`config.mk`:
```
export PLATFORM = sky130hd
export DESIGN_NAME = tslb_ram
export DESIGN_NICKNAME = d
export VERILOG_FILES = /design/src/rtl/tslb_ram.sv
export SDC_FILE = /design/constraint.sdc
export NUM_CORES = 1
export LEC_CHECK = 0
export BUFFER_PORTS_ARGS = -buffer_cell sky130_fd_sc_hd__buf_2
export CORE_MARGIN = 4
export CORE_UTILIZATION = 45
export CTS_CLUSTER_SIZE = 8
export DETAILED_ROUTE_END_ITERATION = 6
export PLACE_DENSITY = 0.71
export SLEW_MARGIN = 20
export SYNTH_ARGS = -nofsm -noshare
export SYNTH_HDL_FRONTEND = slang
export SYNTH_SLANG_ARGS = --single-unit
```
`constraint.sdc`:
```
create_clock -name clk -period 3 [get_ports clk]
set_input_delay 0.3 -clock clk [delete_from_list [all_inputs] [get_ports clk]]
set_output_delay 0.3 -clock clk [all_outputs]
set_load 0.1 [all_outputs]
```
`src/rtl/tslb_ram.sv`:
```
`default_nettype none

module tslb_ram #(
  parameter int WIDTH = 8,
  parameter int DEPTH = 64
) (
  input  wire logic                     clk,
  input  wire logic                     we,
  input  wire logic [$clog2(DEPTH)-1:0] waddr,
  input  wire logic [WIDTH-1:0]         wdata,
  input  wire logic                     re,
  input  wire logic [$clog2(DEPTH)-1:0] raddr,
  output logic      [WIDTH-1:0]         rdata
);

  logic [WIDTH-1:0] mem [DEPTH];

  always_ff @(posedge clk) begin
    if (we) begin
      mem[waddr] <= wdata;
    end
  end

  always_ff @(posedge clk) begin
    if (re) begin
      rdata <= mem[raddr];
    end
  end

endmodule

`default_nettype wire

```
Word level (Yosys, flattened, before mapping)
Memories as Yosys holds them, arrays and structs flattened. A register that Yosys moved wholly into a read port is not among the register bits. Cells that the tools add are included.

Register bits: 0. Bits in writable memories: 512. Input port bits: 23. Logic and storage cells: 3. Memories kept: 1.

Memory list: mem (depth 64, bits a word 8, rd ports 1, clocked after Yosys merged registers in 1, wr ports 1, line 16) `logic [WIDTH-1:0] mem [DEPTH];`.

Mux-type cells: 2.

Operators with widths (count): 1-bit 2-to-1 mux (2).

Longest topological paths before layout
Gate-level depths: netlist of the first run.

Depth in word-level cells: 2. Depth in mapped cells: 9. Depth with buffers taken out: 5.

Worst setup path after synthesis of the first run
No wires, ideal clock.

Path type: input-to-reg. Start point: input raddr[1]. End point: register rdata[3], read port of mem, data pin. Setup time: 0.266 ns. Data arrival time: 1.840 ns. Slack: 0.894 ns. Stages on the path: 7. Cells stage by stage: buf_4 buf_2 buf_2 mux4_2 mux4_2 o21ai_1 o41ai_1.

RTL lines: start: declaration (line 12) `input wire logic [$clog2(DEPTH)-1:0] raddr,`; end: declaration (line 13) `output logic [WIDTH-1:0] rdata`.

==> flow_summary_export.csv, run 1 <==
group,metric,value,unit
setup_path,r2r_start,"mem[28][6]$_DFFE_PP_",
place,port_buffers,30,
cts,cts_buffers,75,
global_routing,antenna_found_initial,2,
sta,slew_viol_final,0,
synthesis,avgSynthCellArea,21.54,sq um
setup_path,cp-end-kind,"register",
synthesis,ys_ff_latch,520,
cts,clk_pin_slew,50,ps
cts,clock_latency,570,ps
floorplan,fp.dieW,220.1,um
synthesis,yosys.area_share.xor_xnor,0,%
setup_path,crit_start,"mem[28][6]$_DFFE_PP_",
cts,cts_max_path_buffers,3,
sta,period_needed,2267,ps
cells_and_area,seq_area,15620,sq um
setup_path,worst_ep_required_time,3310,ps
synthesis,synth_fa_ha_area_share,0,%
synthesis,synth_top_family_by_area,"multiplexers",
power,intPower,12.99,mW
synthesis,syn_nets,963,
floorplan,row_count,77,
synthesis,synth.distinct_cells,39,
sta,finalSetupViolCount,0,
global_routing,grt_first_pass_wirelength,66960,um
power,p_clk_share,45.2,%
synthesis,muxShareOfSynthArea,15.88,%
cells_and_area,mostFrequentLayoutCell,"edfxtp_1",
cells_and_area,mostFrequentLayoutCells,"edfxtp_1, mux4_2, buf_4",
routing,drtPass1Iterations,5,
routing,drtAntennaViolNets,0,
sta,worstMarginPinSlew,774.6,ps
cts,cts-hold-fix-buffers,0,
setup_path,critPathLaunchType,"register",
global_routing,grt_remaining_overflow,0,
power,swShare,20.26,%
power,power_frac_seq,49.7,%
floorplan,die_h,220.1,um
cells_and_area,nFillCells,3340,
place,dp_hpwl,27810,um
sta,rsz0062_at_grt,"false",
floorplan,num_io_pins,31,
cts,cts_htree_levels,3,
setup_path,cp_max_fo,1,
power,power_density,687.7,nW/um^2
cells_and_area,final_nets,1113,
place,place_congestion,0.8053,
cells_and_area,finish.utilization,53.46,%
synthesis,seq_area_frac_synth,77.12,%
routing,drc,0,
sta,hold_violations,0,
min_path,hp-class,"primary input to register",
synthesis,synthSimpleGateAreaFrac,3.374,%
cts,cts.sinks,520,
routing,viasPerCell,5.895,
floorplan,dieArea,48450,sq um
cts,clockRootBuffer,"clkbuf_16",
cts,cts_tree,"yes",
synthesis,synth_top_area_share,77.12,%
synthesis,synth_edf_count,520,
cts,cts_resized,0,
power,p_switching,3.301,mW
power,cellLeakagePower,7.616,nW
setup_path,crit_arrival,2580,ps
cells_and_area,drive_gt1_share,31.69,%
sta,clock.fmax,0.4410,GHz
routing,wl_per_cell,26.25,um
min_path,hp-start,"re",
power,irDropWorstVdd,0.4388,mV
routing,vias,9968,
sta,hold_slack,93.32,ps
setup_path,crit_type,"register to register",
cells_and_area,multi_input_area,4315,sq um
synthesis,yosys_warnings,0,
power,combPwrFrac,5.0,%
cells_and_area,design_area,23690,sq um
synthesis,synth_area,20250,sq um
cells_and_area,area_growth,17.01,%
sta,post-route-period-util,75.58,%
status,status,"finished, final reports clean",
synthesis,synth.largest_area_cell,"edfxtp_1",
flow_run,max_cap_violations,0,
synthesis,dominantRegCellSynth,"edfxtp_1",
sta,slew_headroom,48.17,%
floorplan,core,44320,sq um
floorplan,start_util,45.69,%
cts,postCtsSetupRepairBufs,0,
sta,fin_skew,26.45,ps
global_routing,track_usage,18.83,%
synthesis,syn_inst,940,
routing,wl,44390,um
routing,drtIter0Drc,1081,
global_routing,grt_max_degree,65,
global_routing,grt_pass1_vias,10226,
synthesis,async_flop_share,0,%
place,placed_area,21640,sq um
synthesis,synth_compound_area_share,2.064,%
synthesis,ys_top_cells_by_area,"edfxtp_1, mux4_2, nor2_1",
sta,setup_tns,0,ps
-- registers in the layout, indices dropped and copies added, names as in the netlist --
signal  cells
rdata       8
mem       512
-- synthesized netlist by cell type, drive strengths merged (2+ instances only) --
library cell  instances
mux2                 13
o2111ai               3
nor2                 83
nor3                  7
nand3                13
edfxtp              520
a211oi                4
mux2i                23
a22oi                 3
nand2b                7
a221oi                6
buf                  34
a2111oi               2
mux4                126
o221a                 2
o2bb2ai               3
nor2b                14
o21ai                 4
o21a                  2
nor4                  2
nand2                19
o32ai                 2
o41ai                 2
o221ai                8
nand3b                3
nand4                 2
clkbuf               17
a21oi                 3
o22ai                 8
-- power groups by stage --
stage / sequential (mW) / clock, mW / combinational, mW
after floorplan: 8.30 / 0 / 0.429
after global placement: 8.23 / 0 / 0.811
after detailed placement: 8.23 / 0 / 0.825
after CTS: 8.10 / 7.50 / 0.830
after global routing: 8.10 / 7.86 / 0.875
final: 8.10 / 7.37 / 0.822
-- critical path, cell delays in order (launching register included) --
cell,delay [ps]
edfxtp_1,390
mux4_2,480
mux2_2,300
o221a_2,290
nor3_1,400
o32ai_1,150
-- area by class of cell --
type	instances	share of cell area, %
antenna	1	0.01056
clock buffer	81	8.376
clock inverter	4	0.2588
multi-input combinational	369	18.21
sequential	520	65.91
tap	592	3.126
timing repair buffer	124	4.104
-- cell families (layout without fill, tap and decap cells) --
kind of cell	count (synthesis)	count (layout)
AO/OA/AOI/OAI	54	54
buffers and inverters	51	209
flip-flops	520	520
multiplexers	162	162
other	0	1
AND/OR/NAND/NOR	153	153
-- through the flow --
step | std cells | power, mW | setup WS, ps
global route | 1690 | 16.83 | 699.4
CTS | 1690 | 16.43 | 711.7
global placement | 1605 | 9.043 | 260.7
floorplan | 940 | 8.725 | 893.7
finish | 1691 | 16.29 | 732.6
detailed placement | 1605 | 9.059 | 306.7
-- metal layers --
layer | global-route usage [%] | vias to the layer above | share of wire, %
li1 | - | 4209 | -
met1 | 26.68 | 5228 | 41
met2 | 29.28 | 454 | 48
met3 | 3.971 | 75 | 8.0
met4 | 6.929 | 2 | 3.2
met5 | 0 | - | 0.029
-- worst paths after layout --
| path | to | slack (ps) | depth (start not counted) |
|---|---|---|---|
| worst max-delay path | rdata[6]$_DFFE_PP_ | 730 | 5 |
| worst min-delay path | rdata[6]$_DFFE_PP_ | 90 | 1 |
| worst max register to register | rdata[6]$_DFFE_PP_ | 730 | 5 |
| worst min register to register | rdata[2]$_DFFE_PP_ | 930 | 4 |
Power figures use the tool's default switching activity.
==> run 2, diff against run 1 <==
--- a/config.mk
+++ b/config.mk
@@ -10,7 +10,7 @@
 export CORE_UTILIZATION = 45
 export CTS_CLUSTER_SIZE = 8
 export DETAILED_ROUTE_END_ITERATION = 6
-export PLACE_DENSITY = 0.71
+export PLACE_DENSITY = 0.74
 export SLEW_MARGIN = 20
 export SYNTH_ARGS = -nofsm -noshare
 export SYNTH_HDL_FRONTEND = slang
==> constraint.sdc (replaced) <==
create_clock -name clk -period 1.85 [get_ports clk]
set_input_delay 0.185 -clock clk [delete_from_list [all_inputs] [get_ports clk]]
set_output_delay 0.185 -clock clk [all_outputs]
set_load 0.1 [all_outputs]
==> run 2 against run 1 <==
Net effect:
- the flow now finishes with violations (setup timing)
- critical path depth unchanged
- first-iteration DRC count up 10%
- clock power up 60%
- worst setup slack worse by 820 ps
- die area unchanged
- routed wire length up 0.53%
- power up 62%
- cell count up 2.8%
- non-clock buffer count up 53
- sequential share of layout area down 1.2 points
- largest cell class unchanged
==> flow_summary_export.csv, run 2 (synthesis results as in run 1) <==
group,metric,value,unit
status,status,"finished, violations left",
status,failed_checks,"setup timing",
setup_path,reg2reg_depth,5,
routing,drc,0,
cells_and_area,regMostFlops,"mem",
sta,setup_tns,-547.9,ps
power,p_clk_share,44.8,%
cells_and_area,diodes,0,
cells_and_area,nFillCells,3278,
power,irDropWorstVdd,0.6385,mV
routing,wl,44630,um
place,dp_cells,1658,
cells_and_area,drive_gt1_share,35.60,%
power,combPwrFrac,5.4,%
sta,period_needed,1938,ps
sta,worstMarginPinSlew,718.0,ps
cells_and_area,top_regs,"mem x512, rdata x8",
floorplan,start_util,45.69,%
cts,postCtsSetupRepairBufs,0,
setup_path,critPathSlowestCell,"mux4_2",
sta,slew_viol_final,0,
sta,slew_headroom,52.13,%
setup_path,crit_arrival,2250,ps
min_path,hold_path_depth,2,
cells_and_area,mostFrequentLayoutCells,"edfxtp_1, buf_4, mux4_2",
global_routing,grt_max_degree,65,
global_routing,track_usage,19.02,%
sta,fin_ws,-87.63,ps
cts,cts_buffers,74,
power,cellLeakagePower,7.893,nW
floorplan,dieArea,48450,sq um
cts,clk_pin_slew,50,ps
cts,clockRootBuffer,"clkbuf_16",
cts,cts_max_path_buffers,3,
floorplan,row_count,77,
setup_path,path_cells,"mux4_2 -> mux2_4 -> o221a_4 -> nor3_4 -> o32ai_1",
place,dp_slack,-540.0,ps
global_routing,grt_remaining_overflow,0,
power,power_frac_seq,49.8,%
floorplan,die_h,220.1,um
cts,clock_latency,570,ps
cells_and_area,mostFrequentLayoutCell,"edfxtp_1",
sta,clock.fmax,0.5161,GHz
sta,finalSetupViolCount,8,
cells_and_area,multi_input_area,4414,sq um
cells_and_area,finalNonFillerCells,1738,
power,power_density,1094,nW/um^2
cells_and_area,area_growth,19.21,%
sta,rsz0062_at_grt,"true",
floorplan,fp.dieW,220.1,um
global_routing,antenna_found_initial,1,
routing,wl_per_cell,25.68,um
flow_run,max_cap_violations,0,
sta,fin_skew,21.71,ps
setup_path,cp_max_fo,1,
floorplan,core,44320,sq um
place,port_buffers,30,
power,p_switching,5.334,mW
cts,cts_tree,"yes",
cells_and_area,largest_reg_flops,512,
min_path,hp-class,"primary input to register",
routing,drtAntennaViolNets,0,
floorplan,num_io_pins,31,
global_routing,grt_pass1_vias,10652,
routing,vias,10172,
routing,viasPerCell,5.853,
setup_path,worst_ep_required_time,2160,ps
cts,cts.sinks,520,
power,swShare,20.21,%
setup_path,slowest_delay,480,ps
cts,cts_htree_levels,3,
power,intPower,21.06,mW
cells_and_area,seq_area,15620,sq um
routing,drtIter0Drc,1193,
setup_path,cp.depth,5,
setup_path,crit_type,"register to register",
sta,hold_violations,0,
setup_path,crit_family,"multiplexers",
sta,post-route-period-util,104.7,%
cells_and_area,final_nets,1165,
setup_path,critPathLaunchType,"register",
place,place_congestion,0.8358,
setup_path,cp-end-kind,"register",
routing,drtPass1Iterations,7,
place,dp_hpwl,27120,um
setup_path,path_buf_inv,0,
global_routing,grt_first_pass_wirelength,67900,um
run 2: cell count changes in the layout (fill, tap and decap cells not counted), moves of 3 or more:
cell     change
buf_4       +55
buf_2        -3
mux2_2       -3
mux2_4       +3
nor2_1       -3
nor3_1       -3
o21ai_2      +3
run 2: path summary, 6_finish.rpt:
kind,to,slack [ps],from
max,rdata[4]$_DFFE_PP_,-90,mem[29][4]$_DFFE_PP_
min,mem[50][3]$_DFFE_PP_,130,wdata[3]
min reg2reg,rdata[1]$_DFFE_PP_,950,mem[19][1]$_DFFE_PP_
max reg2reg,rdata[4]$_DFFE_PP_,-90,mem[29][4]$_DFFE_PP_
run 2: power by group through the flow:
stage / Clock (mW) / Combinational (mW) / Sequential [mW]
CTS: 12.0 / 1.43 / 13.1
detailed placement: 0 / 1.39 / 13.4
finish: 11.8 / 1.43 / 13.1
floorplan: 0 / 0.704 / 13.5
global placement: 0 / 1.36 / 13.3
global route: 12.6 / 1.51 / 13.1
run 2: routing by layer:
| metal | global-route usage [%] | up-vias | share of wire, % |
|---|---|---|---|
| met5 | 0 | - | 0.016 |
| met1 | 25.64 | 5276 | 39 |
| met4 | 7.076 | 2 | 3.0 |
| met2 | 30.52 | 481 | 49 |
| met3 | 4.606 | 99 | 8.4 |
| li1 | - | 4314 | - |
run 2: cell type report:
cell class,instances,area share [%]
Timing Repair Buffer,177,5.718
Clock buffer,79,8.191
Tap cell,592,3.069
Multi-Input combinational cell,369,18.29
Clock inverter,1,0.03629
Sequential cell,520,64.70
run 2: repair_timing:
| item | 4_1_cts | 5_1_grt |
|---|---|---|
| hold endpoints to repair | 8 | 0 |
| pin swaps | 3 | 2 |
| hold buffers | 1 | 0 |
| setup endpoints to repair | 8 | 8 |
| resized for setup | 19 | 3 |
run 2: through the flow:
stage | power [mW] | util (%) | instance area [sq um] | hold slack, ps
detailed placement | 14.74 | 49.73 | 22040 | 571.9
floorplan | 14.16 | - | 20280 | 283.9
CTS | 26.58 | 54.42 | 24120 | 106.0
global placement | 14.71 | 49.73 | 22040 | 568.5
global route | 27.25 | 54.46 | 24140 | 135.3
finish | 26.39 | 54.46 | 24140 | 126.2
